--- config.mk ---
export PLATFORM = sky130hd
export DESIGN_NAME = segment_onset_offset_detector_core_flat
export DESIGN_NICKNAME = d
export VERILOG_FILES = /design/src/sood_pkg.sv /design/src/sood_if.sv /design/src/sood_div.sv /design/src/sood_datapath.sv /design/src/sood_ctrl.sv /design/src/segment_onset_offset_detector_core.sv /design/src/flat_wrapper.sv
export SDC_FILE = /design/constraint.sdc
export NUM_CORES = 2
export LEC_CHECK = 0
export BUFFER_PORTS_ARGS = -buffer_cell sky130_fd_sc_hd__clkbuf_2
export CELL_PAD_IN_SITES_DETAIL_PLACEMENT = 1
export CELL_PAD_IN_SITES_GLOBAL_PLACEMENT = 1
export CORE_MARGIN = 5
export CORE_UTILIZATION = 56
export CTS_CLUSTER_SIZE = 10
export DETAILED_ROUTE_END_ITERATION = 16
export PLACE_DENSITY = 0.9
export SLEW_MARGIN = 25
export SYNTH_ARGS = -nofsm -noshare
export SYNTH_HDL_FRONTEND = slang
export SYNTH_HIERARCHICAL = 1
export SYNTH_SLANG_ARGS = --single-unit
--- constraint.sdc ---
create_clock -name clock -period 18 [get_ports clock]
set_clock_uncertainty 0.1 [all_clocks]
set_input_delay 1.8 -clock clock [delete_from_list [all_inputs] [get_ports clock]]
set_output_delay 1.8 -clock clock [all_outputs]
set_load 0.01 [all_outputs]
--- src/sood_pkg.sv ---
// Package for the segment onset/offset detector: widths, register indexes,
// state machine type and controller/datapath command and status structs. No dependencies.
`default_nettype none
package sood_pkg;
   localparam int SampleBits = 16;
   localparam int MaxSegLen  = 65536;
   localparam int IdxBits    = 17;
   localparam int PosBits    = 16;
   localparam int TimeBits   = 36;
   localparam int DivBits    = 64;

   localparam logic [2:0] RegOnsetThr  = 3'd0;
   localparam logic [2:0] RegOffsetThr = 3'd1;
   localparam logic [2:0] RegUseMag    = 3'd2;
   localparam logic [2:0] RegTimeMode  = 3'd3;
   localparam logic [2:0] RegPeriod    = 3'd4;

   localparam logic [1:0] ModeFrac  = 2'd0;
   localparam logic [1:0] ModeUs    = 2'd1;
   localparam logic [1:0] ModeFrame = 2'd2;

   typedef enum logic [2:0] {
      ST_IDLE, ST_MUL, ST_DIV_ON, ST_DIV_OFF, ST_DIV_RATE, ST_OUT
   } state_type;

   typedef struct packed {
      logic take;      // accept sample
      logic start_mul; // register products
      logic div_start;
      logic [1:0] div_sel; // 0 onset, 1 offset, 2 rate
      logic load_out;
   } cmd_type;

   typedef struct packed {
      logic seg_end;  // accepted sample was last
      logic div_busy;
      logic frac_mode;
   } stat_type;

   localparam logic [1:0] SelOn   = 2'd0;
   localparam logic [1:0] SelOff  = 2'd1;
   localparam logic [1:0] SelRate = 2'd2;
endpackage
`default_nettype wire

--- src/sood_if.sv ---
// Valid/ready channel interfaces for request and response.
// Depends on sood_pkg.
`default_nettype none
interface sood_req_if;
   logic valid;
   logic ready;
   logic signed [sood_pkg::SampleBits-1:0] sample;
   logic last_sample;
   modport source (output valid, sample, last_sample, input ready);
   modport sink (input valid, sample, last_sample, output ready);
endinterface

interface sood_rsp_if;
   logic valid;
   logic ready;
   logic [35:0] onset_time;
   logic [35:0] offset_time;
   logic [15:0] onset_count;
   logic [15:0] offset_count;
   logic [23:0] onset_rate;
   logic [16:0] segment_length;
   logic overflow;
   modport source (output valid, onset_time, offset_time, onset_count, offset_count,
                   onset_rate, segment_length, overflow, input ready);
   modport sink (input valid, onset_time, offset_time, onset_count, offset_count,
                 onset_rate, segment_length, overflow, output ready);
endinterface
`default_nettype wire

--- src/sood_div.sv ---
// Restoring radix-2 divider, one quotient bit per cycle, 64-bit operands.
// Depends on sood_pkg.
`default_nettype none
module sood_div (
   input  wire logic clock,
   input  wire logic reset,
   input  wire logic start,
   input  wire logic [sood_pkg::DivBits-1:0] dividend,
   input  wire logic [sood_pkg::DivBits-1:0] divisor,
   output logic busy,
   output logic [sood_pkg::DivBits-1:0] quotient
);
   localparam int N = sood_pkg::DivBits;
   logic [N-1:0] quo_ff, quo_in, rem_ff, rem_in, den_ff, den_in;
   logic [6:0] cnt_ff, cnt_in;
   logic [N:0] trial;

   always_comb begin
      quo_in = quo_ff; rem_in = rem_ff; den_in = den_ff; cnt_in = cnt_ff;
      trial = {rem_ff, quo_ff[N-1]} - {1'b0, den_ff};
      if (start) begin
         quo_in = dividend; rem_in = '0; den_in = divisor; cnt_in = 7'(N);
      end else if (cnt_ff != 7'd0) begin
         if (!trial[N]) begin
            rem_in = trial[N-1:0];
            quo_in = {quo_ff[N-2:0], 1'b1};
         end else begin
            rem_in = {rem_ff[N-2:0], quo_ff[N-1]};
            quo_in = {quo_ff[N-2:0], 1'b0};
         end
         cnt_in = cnt_ff - 7'd1;
      end
   end

   always_ff @(posedge clock) begin
      if (reset) cnt_ff <= '0;
      else cnt_ff <= cnt_in;
      quo_ff <= quo_in; rem_ff <= rem_in; den_ff <= den_in;
   end

   assign busy = (cnt_ff != 7'd0);
   assign quotient = quo_ff;
endmodule
`default_nettype wire

--- src/sood_datapath.sv ---
// Datapath: config registers, per-sample hysteresis tracking, end-of-segment
// formatting with a shared divider. Depends on sood_pkg, sood_div.
`default_nettype none
module sood_datapath (
   input  wire logic clock,
   input  wire logic reset,
   input  wire logic csr_write_enable,
   input  wire logic [2:0] csr_index,
   input  wire logic [19:0] csr_write_data,
   input  wire logic signed [sood_pkg::SampleBits-1:0] sample,
   input  wire logic last_sample,
   input  wire sood_pkg::cmd_type cmd,
   output sood_pkg::stat_type stat,
   output logic [35:0] onset_time,
   output logic [35:0] offset_time,
   output logic [15:0] onset_count,
   output logic [15:0] offset_count,
   output logic [23:0] onset_rate,
   output logic [16:0] segment_length,
   output logic overflow
);
   localparam int SB = sood_pkg::SampleBits;
   localparam logic [16:0] MaxLen = 17'(sood_pkg::MaxSegLen);
   localparam logic [63:0] Mask36 = 64'h0000_000F_FFFF_FFFF;

   logic signed [15:0] on_thr_ff, off_thr_ff;
   logic use_mag_ff;
   logic [1:0] mode_ff;
   logic [19:0] per_ff;

   always_ff @(posedge clock) begin
      if (reset) begin
         on_thr_ff <= '0; off_thr_ff <= '0; use_mag_ff <= 1'b0;
         mode_ff <= sood_pkg::ModeFrac; per_ff <= 20'd10000;
      end else if (csr_write_enable) begin
         case (csr_index)
            sood_pkg::RegOnsetThr:  on_thr_ff <= csr_write_data[15:0];
            sood_pkg::RegOffsetThr: off_thr_ff <= csr_write_data[15:0];
            sood_pkg::RegUseMag:    use_mag_ff <= csr_write_data[0];
            sood_pkg::RegTimeMode:  mode_ff <= csr_write_data[1:0];
            sood_pkg::RegPeriod:    per_ff <= csr_write_data;
            default: ;
         endcase
      end
   end

   // segment tracking state
   logic above_ff, above_in, on_seen_ff, on_seen_in, off_seen_ff, off_seen_in;
   logic ovf_ff, ovf_in;
   logic [16:0] idx_ff, idx_in;
   logic [15:0] first_on_ff, first_on_in, last_off_ff, last_off_in;
   logic [15:0] on_cnt_ff, on_cnt_in, off_cnt_ff, off_cnt_in;
   logic signed [SB:0] cur;
   logic [15:0] pos;
   logic gt_on, le_off, ab;
   logic end_ff;

   // captured end-of-segment snapshot
   logic [16:0] len_ff;
   logic [15:0] son_ff, soff_ff, son_cnt_ff, soff_cnt_ff;
   logic sovf_ff;

   always_comb begin
      cur = (use_mag_ff && sample[SB-1]) ? -{sample[SB-1], sample} : {sample[SB-1], sample};
      gt_on = cur > $signed({on_thr_ff[15], on_thr_ff});
      le_off = cur <= $signed({off_thr_ff[15], off_thr_ff});
      above_in = above_ff; idx_in = idx_ff; on_seen_in = on_seen_ff; off_seen_in = off_seen_ff;
      ovf_in = ovf_ff; first_on_in = first_on_ff; last_off_in = last_off_ff;
      on_cnt_in = on_cnt_ff; off_cnt_in = off_cnt_ff;
      if (idx_ff < MaxLen) begin
         pos = idx_ff[15:0];
         idx_in = idx_ff + 17'd1;
      end else begin
         pos = 16'(MaxLen - 17'd1);
         ovf_in = 1'b1;
      end
      ab = above_ff;
      if (idx_ff == 17'd0) begin
         above_in = gt_on;
      end else begin
         if (gt_on && !ab) begin
            if (on_cnt_ff != 16'hFFFF) on_cnt_in = on_cnt_ff + 16'd1;
            if (!on_seen_ff) begin first_on_in = pos; on_seen_in = 1'b1; end
            ab = 1'b1;
         end
         if (le_off && ab) begin
            if (off_cnt_ff != 16'hFFFF) off_cnt_in = off_cnt_ff + 16'd1;
            last_off_in = pos; off_seen_in = 1'b1;
            ab = 1'b0;
         end
         above_in = ab;
      end
   end

   always_ff @(posedge clock) begin
      if (reset) begin
         above_ff <= 1'b0; idx_ff <= '0; on_seen_ff <= 1'b0; off_seen_ff <= 1'b0;
         ovf_ff <= 1'b0; first_on_ff <= '0; last_off_ff <= '0;
         on_cnt_ff <= '0; off_cnt_ff <= '0; end_ff <= 1'b0;
      end else if (cmd.take) begin
         end_ff <= last_sample;
         if (last_sample) begin
            above_ff <= 1'b0; idx_ff <= '0; on_seen_ff <= 1'b0; off_seen_ff <= 1'b0;
            ovf_ff <= 1'b0; first_on_ff <= '0; last_off_ff <= '0;
            on_cnt_ff <= '0; off_cnt_ff <= '0;
         end else begin
            above_ff <= above_in; idx_ff <= idx_in; on_seen_ff <= on_seen_in;
            off_seen_ff <= off_seen_in; ovf_ff <= ovf_in; first_on_ff <= first_on_in;
            last_off_ff <= last_off_in; on_cnt_ff <= on_cnt_in; off_cnt_ff <= off_cnt_in;
         end
      end else begin
         end_ff <= 1'b0;
      end
   end

   always_ff @(posedge clock) begin
      if (cmd.take && last_sample) begin
         len_ff <= idx_in;
         son_ff <= on_seen_in ? first_on_in : 16'd0;
         soff_ff <= off_seen_in ? last_off_in : 16'(idx_in - 17'd1);
         son_cnt_ff <= on_cnt_in; soff_cnt_ff <= off_cnt_in; sovf_ff <= ovf_in;
      end
   end

   // products, one multiplier stage each
   logic [19:0] per1;
   logic [35:0] on_us_ff, off_us_ff;
   logic [36:0] lenper_ff;
   logic [43:0] rate_num_ff;
   assign per1 = (per_ff == 20'd0) ? 20'd1 : per_ff;

   always_ff @(posedge clock) begin
      if (cmd.start_mul) begin
         on_us_ff <= son_ff * per1;
         off_us_ff <= soff_ff * per1;
         lenper_ff <= len_ff * per1;
         rate_num_ff <= son_cnt_ff * 28'd256000000;
      end
   end

   logic div_busy;
   logic [63:0] dvd, dvs, quo;
   always_comb begin
      case (cmd.div_sel)
         sood_pkg::SelOn:   begin dvd = {32'd0, son_ff, 16'd0};  dvs = {47'd0, len_ff}; end
         sood_pkg::SelOff:  begin dvd = {32'd0, soff_ff, 16'd0}; dvs = {47'd0, len_ff}; end
         sood_pkg::SelRate: begin dvd = {20'd0, rate_num_ff};     dvs = {27'd0, lenper_ff}; end
         default:           begin dvd = '0; dvs = 64'd1; end
      endcase
   end

   sood_div u_div (
      .clock(clock), .reset(reset), .start(cmd.div_start), .dividend(dvd),
      .divisor(dvs), .busy(div_busy), .quotient(quo)
   );

   logic [35:0] frac_on_ff, frac_off_ff;
   logic [1:0] sel_q_ff;
   logic was_busy_ff;
   logic [23:0] rate_ff;
   always_ff @(posedge clock) begin
      if (cmd.div_start) sel_q_ff <= cmd.div_sel;
      was_busy_ff <= div_busy;
      if (was_busy_ff && !div_busy) begin
         case (sel_q_ff)
            sood_pkg::SelOn:  frac_on_ff <= quo[35:0];
            sood_pkg::SelOff: frac_off_ff <= quo[35:0];
            default: rate_ff <= (quo > 64'hFF_FFFF) ? 24'hFF_FFFF : quo[23:0];
         endcase
      end
   end

   function automatic logic [35:0] fmt(input logic [1:0] m, input logic [35:0] fr,
                                         input logic [35:0] us, input logic [15:0] p);
      case (m)
         sood_pkg::ModeFrac:  fmt = fr;
         sood_pkg::ModeUs:    fmt = us;
         sood_pkg::ModeFrame: fmt = {20'd0, p};
         default:             fmt = '0;
      endcase
   endfunction

   always_ff @(posedge clock) begin
      if (cmd.load_out) begin
         onset_time <= fmt(mode_ff, frac_on_ff, on_us_ff, son_ff);
         offset_time <= fmt(mode_ff, frac_off_ff, off_us_ff, soff_ff);
         onset_count <= son_cnt_ff; offset_count <= soff_cnt_ff;
         onset_rate <= rate_ff; segment_length <= len_ff; overflow <= sovf_ff;
      end
   end

   assign stat.seg_end = end_ff;
   assign stat.div_busy = div_busy | (was_busy_ff & ~div_busy);
   assign stat.frac_mode = (mode_ff == sood_pkg::ModeFrac);
   logic unused;
   assign unused = ^Mask36;
endmodule
`default_nettype wire

--- src/sood_ctrl.sv ---
// Controller state machine: sample intake and end-of-segment sequencing.
// Depends on sood_pkg.
`default_nettype none
module sood_ctrl (
   input  wire logic clock,
   input  wire logic reset,
   input  wire logic req_valid,
   output logic req_ready,
   output logic rsp_valid,
   input  wire logic rsp_ready,
   input  wire sood_pkg::stat_type stat,
   output sood_pkg::cmd_type cmd
);
   sood_pkg::state_type st_ff, st_in;
   logic rv_ff, rv_in;
   // rate divide launch after MUL in non-fraction modes
   logic rate_go_ff;

   always_comb begin
      st_in = st_ff;
      case (st_ff)
         sood_pkg::ST_IDLE:     if (stat.seg_end) st_in = sood_pkg::ST_MUL;
         sood_pkg::ST_MUL:      st_in = stat.frac_mode ? sood_pkg::ST_DIV_ON
                                                       : sood_pkg::ST_DIV_RATE;
         sood_pkg::ST_DIV_ON:   if (!stat.div_busy) st_in = sood_pkg::ST_DIV_OFF;
         sood_pkg::ST_DIV_OFF:  if (!stat.div_busy) st_in = sood_pkg::ST_DIV_RATE;
         sood_pkg::ST_DIV_RATE: if (!stat.div_busy && !rate_go_ff) st_in = sood_pkg::ST_OUT;
         sood_pkg::ST_OUT:      if (!rv_ff || rsp_ready) st_in = sood_pkg::ST_IDLE;
         default:               st_in = sood_pkg::ST_IDLE;
      endcase
   end

   logic entering;
   always_comb begin
      cmd = '0;
      entering = 1'b0;
      req_ready = (st_ff == sood_pkg::ST_IDLE) && !stat.seg_end;
      cmd.take = req_ready && req_valid;
      case (st_ff)
         sood_pkg::ST_MUL: begin
            cmd.start_mul = 1'b1;
            // onset fraction divide only needs the snapshot
            entering = stat.frac_mode;
            cmd.div_sel = sood_pkg::SelOn;
         end
         sood_pkg::ST_DIV_ON: begin
            cmd.div_sel = sood_pkg::SelOff;
            entering = !stat.div_busy;
         end
         sood_pkg::ST_DIV_OFF: begin
            cmd.div_sel = sood_pkg::SelRate;
            entering = !stat.div_busy;
         end
         sood_pkg::ST_DIV_RATE: begin
            // rate divide needs the products, so it starts the cycle after ST_MUL
            cmd.div_sel = sood_pkg::SelRate;
            entering = rate_go_ff;
         end
         sood_pkg::ST_OUT: cmd.load_out = !rv_ff || rsp_ready;
         default: ;
      endcase
      cmd.div_start = entering;
   end

   always_ff @(posedge clock) begin
      if (reset) rate_go_ff <= 1'b0;
      else rate_go_ff <= (st_ff == sood_pkg::ST_MUL) && !stat.frac_mode;
   end

   sood_pkg::cmd_type cmd_i;
   always_comb begin
      cmd_i = cmd;
   end

   always_comb begin
      rv_in = rv_ff;
      if (rsp_ready) rv_in = 1'b0;
      if (cmd.load_out) rv_in = 1'b1;
   end

   always_ff @(posedge clock) begin
      if (reset) begin
         st_ff <= sood_pkg::ST_IDLE; rv_ff <= 1'b0;
      end else begin
         st_ff <= st_in; rv_ff <= rv_in;
      end
   end

   assign rsp_valid = rv_ff;
   logic unused;
   assign unused = cmd_i.take;
endmodule
`default_nettype wire

--- src/segment_onset_offset_detector_core.sv ---
// Segment onset/offset detector, top level. Depends on sood_pkg, sood_if,
// sood_ctrl, sood_datapath.
//
// Takes one sample request per cycle while a segment streams in; hysteresis
// compare and counting finish in the accept cycle. The request flagged
// last_sample ends the segment: intake then pauses while one radix-2
// divider is reused for the fraction positions (two divides, only in
// fraction mode) and the onset rate (one divide), and the result is then
// loaded into the response register. The response register holds until
// taken; the next segment's samples are accepted once the result is loaded.
// Configuration writes take effect at once and belong between segments.
`default_nettype none
module segment_onset_offset_detector_core (
   input  wire logic clock,
   input  wire logic reset,
   sood_req_if.sink req,
   sood_rsp_if.source rsp,
   input  wire logic csr_write_enable,
   input  wire logic [2:0] csr_index,
   input  wire logic [19:0] csr_write_data
);
   sood_pkg::cmd_type cmd;
   sood_pkg::stat_type stat;

   sood_ctrl u_ctrl (
      .clock(clock), .reset(reset), .req_valid(req.valid), .req_ready(req.ready),
      .rsp_valid(rsp.valid), .rsp_ready(rsp.ready), .stat(stat), .cmd(cmd)
   );

   sood_datapath u_dp (
      .clock(clock), .reset(reset), .csr_write_enable(csr_write_enable),
      .csr_index(csr_index), .csr_write_data(csr_write_data),
      .sample(req.sample), .last_sample(req.last_sample), .cmd(cmd), .stat(stat),
      .onset_time(rsp.onset_time), .offset_time(rsp.offset_time),
      .onset_count(rsp.onset_count), .offset_count(rsp.offset_count),
      .onset_rate(rsp.onset_rate), .segment_length(rsp.segment_length),
      .overflow(rsp.overflow)
   );
endmodule
`default_nettype wire
--- src/flat_wrapper.sv ---
// flat-port wrapper written by rule: the top's interface ports become plain ports
module segment_onset_offset_detector_core_flat 
  (clock, reset, csr_write_enable, csr_index, csr_write_data, req_valid, req_sample, req_last_sample, req_ready, rsp_valid, rsp_onset_time, rsp_offset_time, rsp_onset_count, rsp_offset_count, rsp_onset_rate, rsp_segment_length, rsp_overflow, rsp_ready);
  sood_req_if req_i ();
  sood_rsp_if rsp_i ();
  input  wire logic clock;
  input  wire logic reset;
  input  wire logic csr_write_enable;
  input  wire logic [2:0] csr_index;
  input  wire logic [19:0] csr_write_data;
  input wire logic [$bits(req_i.valid)-1:0] req_valid;
  input wire logic [$bits(req_i.sample)-1:0] req_sample;
  input wire logic [$bits(req_i.last_sample)-1:0] req_last_sample;
  output wire logic [$bits(req_i.ready)-1:0] req_ready;
  output wire logic [$bits(rsp_i.valid)-1:0] rsp_valid;
  output wire logic [$bits(rsp_i.onset_time)-1:0] rsp_onset_time;
  output wire logic [$bits(rsp_i.offset_time)-1:0] rsp_offset_time;
  output wire logic [$bits(rsp_i.onset_count)-1:0] rsp_onset_count;
  output wire logic [$bits(rsp_i.offset_count)-1:0] rsp_offset_count;
  output wire logic [$bits(rsp_i.onset_rate)-1:0] rsp_onset_rate;
  output wire logic [$bits(rsp_i.segment_length)-1:0] rsp_segment_length;
  output wire logic [$bits(rsp_i.overflow)-1:0] rsp_overflow;
  input wire logic [$bits(rsp_i.ready)-1:0] rsp_ready;
  assign req_i.valid = req_valid;
  assign req_i.sample = req_sample;
  assign req_i.last_sample = req_last_sample;
  assign req_ready = req_i.ready;
  assign rsp_valid = rsp_i.valid;
  assign rsp_onset_time = rsp_i.onset_time;
  assign rsp_offset_time = rsp_i.offset_time;
  assign rsp_onset_count = rsp_i.onset_count;
  assign rsp_offset_count = rsp_i.offset_count;
  assign rsp_onset_rate = rsp_i.onset_rate;
  assign rsp_segment_length = rsp_i.segment_length;
  assign rsp_overflow = rsp_i.overflow;
  assign rsp_i.ready = rsp_ready;
  segment_onset_offset_detector_core u_core (.clock(clock), .reset(reset), .req(req_i), .rsp(rsp_i), .csr_write_enable(csr_write_enable), .csr_index(csr_index), .csr_write_data(csr_write_data));
endmodule
==> parameters.txt <==
Parameter                              Value

Clock network
  Insertion delay to the later sink of the worst-skew pair    0.75 ns
  Post-CTS repair timing setup buffer count    0
  Maximum clock insertion buffer count    3
  Inserted Clock Buffers    97
  H-tree levels    3
  Clock-pin slew on the worst setup and hold paths    0.06 ns
  Number of hold buffers added after CTS    0
  Clock tree from TritonCTS    done
  Number of sinks driven by the clock tree    811
  Root Driver    sky130_fd_sc_hd__clkbuf_16
  Total of cells resized after clock tree synthesis    0

Yosys
  Prevailing post-synth register cell    sky130_fd_sc_hd__edfxtp_1
  Fraction of registers with async set/reset    0
  Average size of a mapped cell    roughly 10 um^2
  Total standard cell area after synthesis    0.0726 mm^2
  Synth Instances    around 7300
  Sequential share of the synthesized area    0.305
  Synth Register Bits    roughly 810
  EDFF count, synth    between 500 and 600
  Yosys synthesis warning count    6
  Post-synthesis cell type count    107

Pwr
  Power per cell area    approximately 140 mW/mm^2
  Peak supply drop    about 0.11 mV
  Leakage    ~35 nW

Timing
  Worst-Margin Slew    between 1 and 1.5 ns
  Final-report hold violation count    0
  Final critical-path required period    about 9.2 ns
  Setup TNS Final    0 ns
  Relative slew margins    0.141
  Setup violation total in the final timing report    0
  Unrepaired setup endpoints after global routing    false
  Number of pins exceeding their max-slew limit in the final report    0
  Achievable clock frequency    between 100 and 150 MHz
  Worst setup slack after layout    8.75 ns
  Final Cycle Share    0.514

Worst setup path
  Data required time of the critical path    18.38 ns
  CP dominant cell by count    sky130_fd_sc_hd__fa_1
  Master of the slowest instance on the critical path    sky130_fd_sc_hd__buf_4
  CP max FO    between 50 and 60
  Critical Path AT    9.63 ns
  Largest delay share family, worst path    adder cells
  Capturing element type of the critical path    flip-flop
  Critical Path, Cell by Cell    buf_4, nor4_1, nand4_1, o41ai_2, buf_4, nand2_1, fa_1, fa_1, inv_1, fa_1, fa_1, fa_1, inv_1, fa_1, inv_1, ha_1, a21o_1, o41ai_1, a21oi_1, a31oi_1, o21ai_1, a221oi_1, xnor2_1
  Startpoint-to-endpoint class of the critical path    reg2reg
  Type of element launching the critical path    flip-flop
  Largest stage delay on the critical path    about 0.69 ns
  WP buf/inv    5

Die
  Core area    approximately 0.13 mm^2
  Die height    between 300 and 400 um
  Horiz. Die Dim    370 um
  Boundary Pins    193
  Die Outline Area    0.137 mm^2
  Starting utilization of the core area    0.562
  Row count    132

Run status
  Result of the run    complete, no violations

Placed design
  HPWL Detailed    about 180000 um
  Routability-driven placement congestion ratio    0.939
  Minimum setup slack after placement    approximately 9.4 ns
  Number of buffers inserted by port buffering    ~190

Drt
  Routed wirelength normalized by instance count    between 30 and 40 um
  Initial DRC count    roughly 8300
  Drt total wl    roughly 280000 um
  Post-route DRC    0
  Total iterations of the first detailed-routing run    10
  Number of nets with antenna violations after detailed routing    0
  Post-DR vias/cell    around 6.6
  Via total after detailed routing    around 61000

Final layout
  Area delta synth->final    8.06%
  Final net count    a little under 9000
  Filler cell count in the final layout    ~14000
  Fraction of layout instances using a drive strength above 1    0.0843

Global routing
  Via count of the first global-routing pass    67000
  Antenna violations before repair    24
  Global-route wire length before repair    between 400000 and 500000 um
  Largest net degree at the start of global routing    between 150 and 200
  Total grt overflow    0
  All-Layer GR Usage    0.390

Run
  Max-cap check violation count    0

Worst hold path
  Class of the tightest hold or removal check    reg2reg
[cells in the final DEF (no fill, tap or decap), drive strengths merged, types with 49 or more instances in the layout]
master	netlist	routed
a211oi	49	49
a21o	89	89
a21oi	302	302
and2	508	508
buf	53	97
clkbuf	350	340
conb	1	61
dfxtp	218	218
edfxtp	593	593
fa	825	825
ha	538	538
inv	1062	1064
mux2	73	73
mux2i	102	102
nand2	971	971
nand3	77	77
nand4	60	60
nor2	296	296
nor3	66	66
o21ai	207	207
xnor2	161	161
xor2	70	70
[final timing paths]
path | from | depth (start not counted) | slack, ns | to
hold reg to reg | u_core/u_dp/soff_cnt_ff[5] | 0 | 0.32 | u_core/u_dp/offset_count[5]
setup reg to reg | u_core/u_dp/per_ff[1] | 23 | 8.75 | u_core/u_dp/off_us_ff[33]
hold / removal | u_core/u_dp/soff_cnt_ff[5] | 0 | 0.32 | u_core/u_dp/offset_count[5]
setup / recovery | u_core/u_dp/per_ff[1] | 23 | 8.75 | u_core/u_dp/off_us_ff[33]
[area by class of cell]
cell class                 count  area [um^2]  share of cell area
antenna                       19         47.5            0.000606
clock buffer                 149         2650              0.0338
clock inverter                19          312             0.00397
inverter                    1064         4000              0.0509
multi-input combinational   5071        45100               0.575
sequential                   811        22200               0.283
tap                         1742         2180              0.0278
timing repair buffer         288         1970              0.0251
[routing by layer]
metal	GRT usage	wire length, um	up-vias
met2	0.633	129000	4971
met5	0	94	-
met1	0.446	95000	30000
met3	0.118	34100	1897
li1	-	-	24000
met4	0.261	25200	14
[synth_stat cells (33+ instances only)]
master,instances,share of area
sky130_fd_sc_hd__nand4_1,58,0.0050
sky130_fd_sc_hd__a21o_1,89,0.0092
sky130_fd_sc_hd__clkbuf_1,350,0.018
sky130_fd_sc_hd__dfxtp_1,218,0.060
sky130_fd_sc_hd__o2bb2ai_1,33,0.0040
sky130_fd_sc_hd__mux2i_1,102,0.014
sky130_fd_sc_hd__ha_1,538,0.093
sky130_fd_sc_hd__nand2b_1,43,0.0037
sky130_fd_sc_hd__inv_1,1057,0.055
sky130_fd_sc_hd__and2_1,508,0.044
sky130_fd_sc_hd__xnor2_1,159,0.019
sky130_fd_sc_hd__or3_1,35,0.0030
sky130_fd_sc_hd__and3_1,36,0.0031
sky130_fd_sc_hd__a21oi_1,301,0.021
sky130_fd_sc_hd__nand3_1,75,0.0052
sky130_fd_sc_hd__nand2_1,942,0.049
sky130_fd_sc_hd__nor4_1,35,0.0030
sky130_fd_sc_hd__nor2_1,295,0.015
sky130_fd_sc_hd__xor2_1,70,0.0084
sky130_fd_sc_hd__mux2_2,70,0.011
sky130_fd_sc_hd__a211oi_1,45,0.0047
sky130_fd_sc_hd__o21ai_0,176,0.012
sky130_fd_sc_hd__a31oi_1,35,0.0030
sky130_fd_sc_hd__edfxtp_1,593,0.25
sky130_fd_sc_hd__fa_1,825,0.23
sky130_fd_sc_hd__nor3_1,65,0.0045
[state kept, by name, summed over array words and instances (netlist names), 37 cells and up]
name and flops:
u_core/u_dp/u_div/rem_ff 64, u_core/u_dp/u_div/den_ff 64, u_core/u_dp/lenper_ff 37, u_core/u_dp/u_div/quotient 64
[logic make-up after synthesis]
| group | count (synthesis) | synth area share |
|---|---|---|
| AO/OA/AOI/OAI | 1016 | 0.0937 |
| XOR/XNOR | 231 | 0.0281 |
| adder cells (fa/ha/maj) | 1363 | 0.320 |
| buffers and inverters | 1467 | 0.0779 |
| flip-flops | 811 | 0.305 |
| multiplexers | 175 | 0.0254 |
| other | 1 | 0.0000516 |
| AND/OR/NAND/NOR | 2225 | 0.150 |
[per-stage QoR]
step / utilization / std cells / power [W] / hold slack (ns) / cell area, um^2
floorplan: - / 7349 / 0.00675 / 0.300 / 72900
global placement: 0.580 / 8944 / 0.00796 / 0.302 / 75000
detailed placement: 0.582 / 8954 / 0.00846 / 0.305 / 75100
CTS: 0.605 / 9122 / 0.0106 / 0.318 / 78100
global route: 0.607 / 9146 / 0.0114 / 0.328 / 78400
finish: 0.608 / 9163 / 0.0109 / 0.317 / 78500
[power breakdown]
group / switching [W] / total, W / internal [W]
sequential: 0.000331 / 0.00289 / 0.00256
combinational: 0.00386 / 0.00610 / 0.00224
clock: 0.000858 / 0.00191 / 0.00105
total: 0.00505 / 0.0109 / 0.00584
Power figures use the tool's default switching activity.
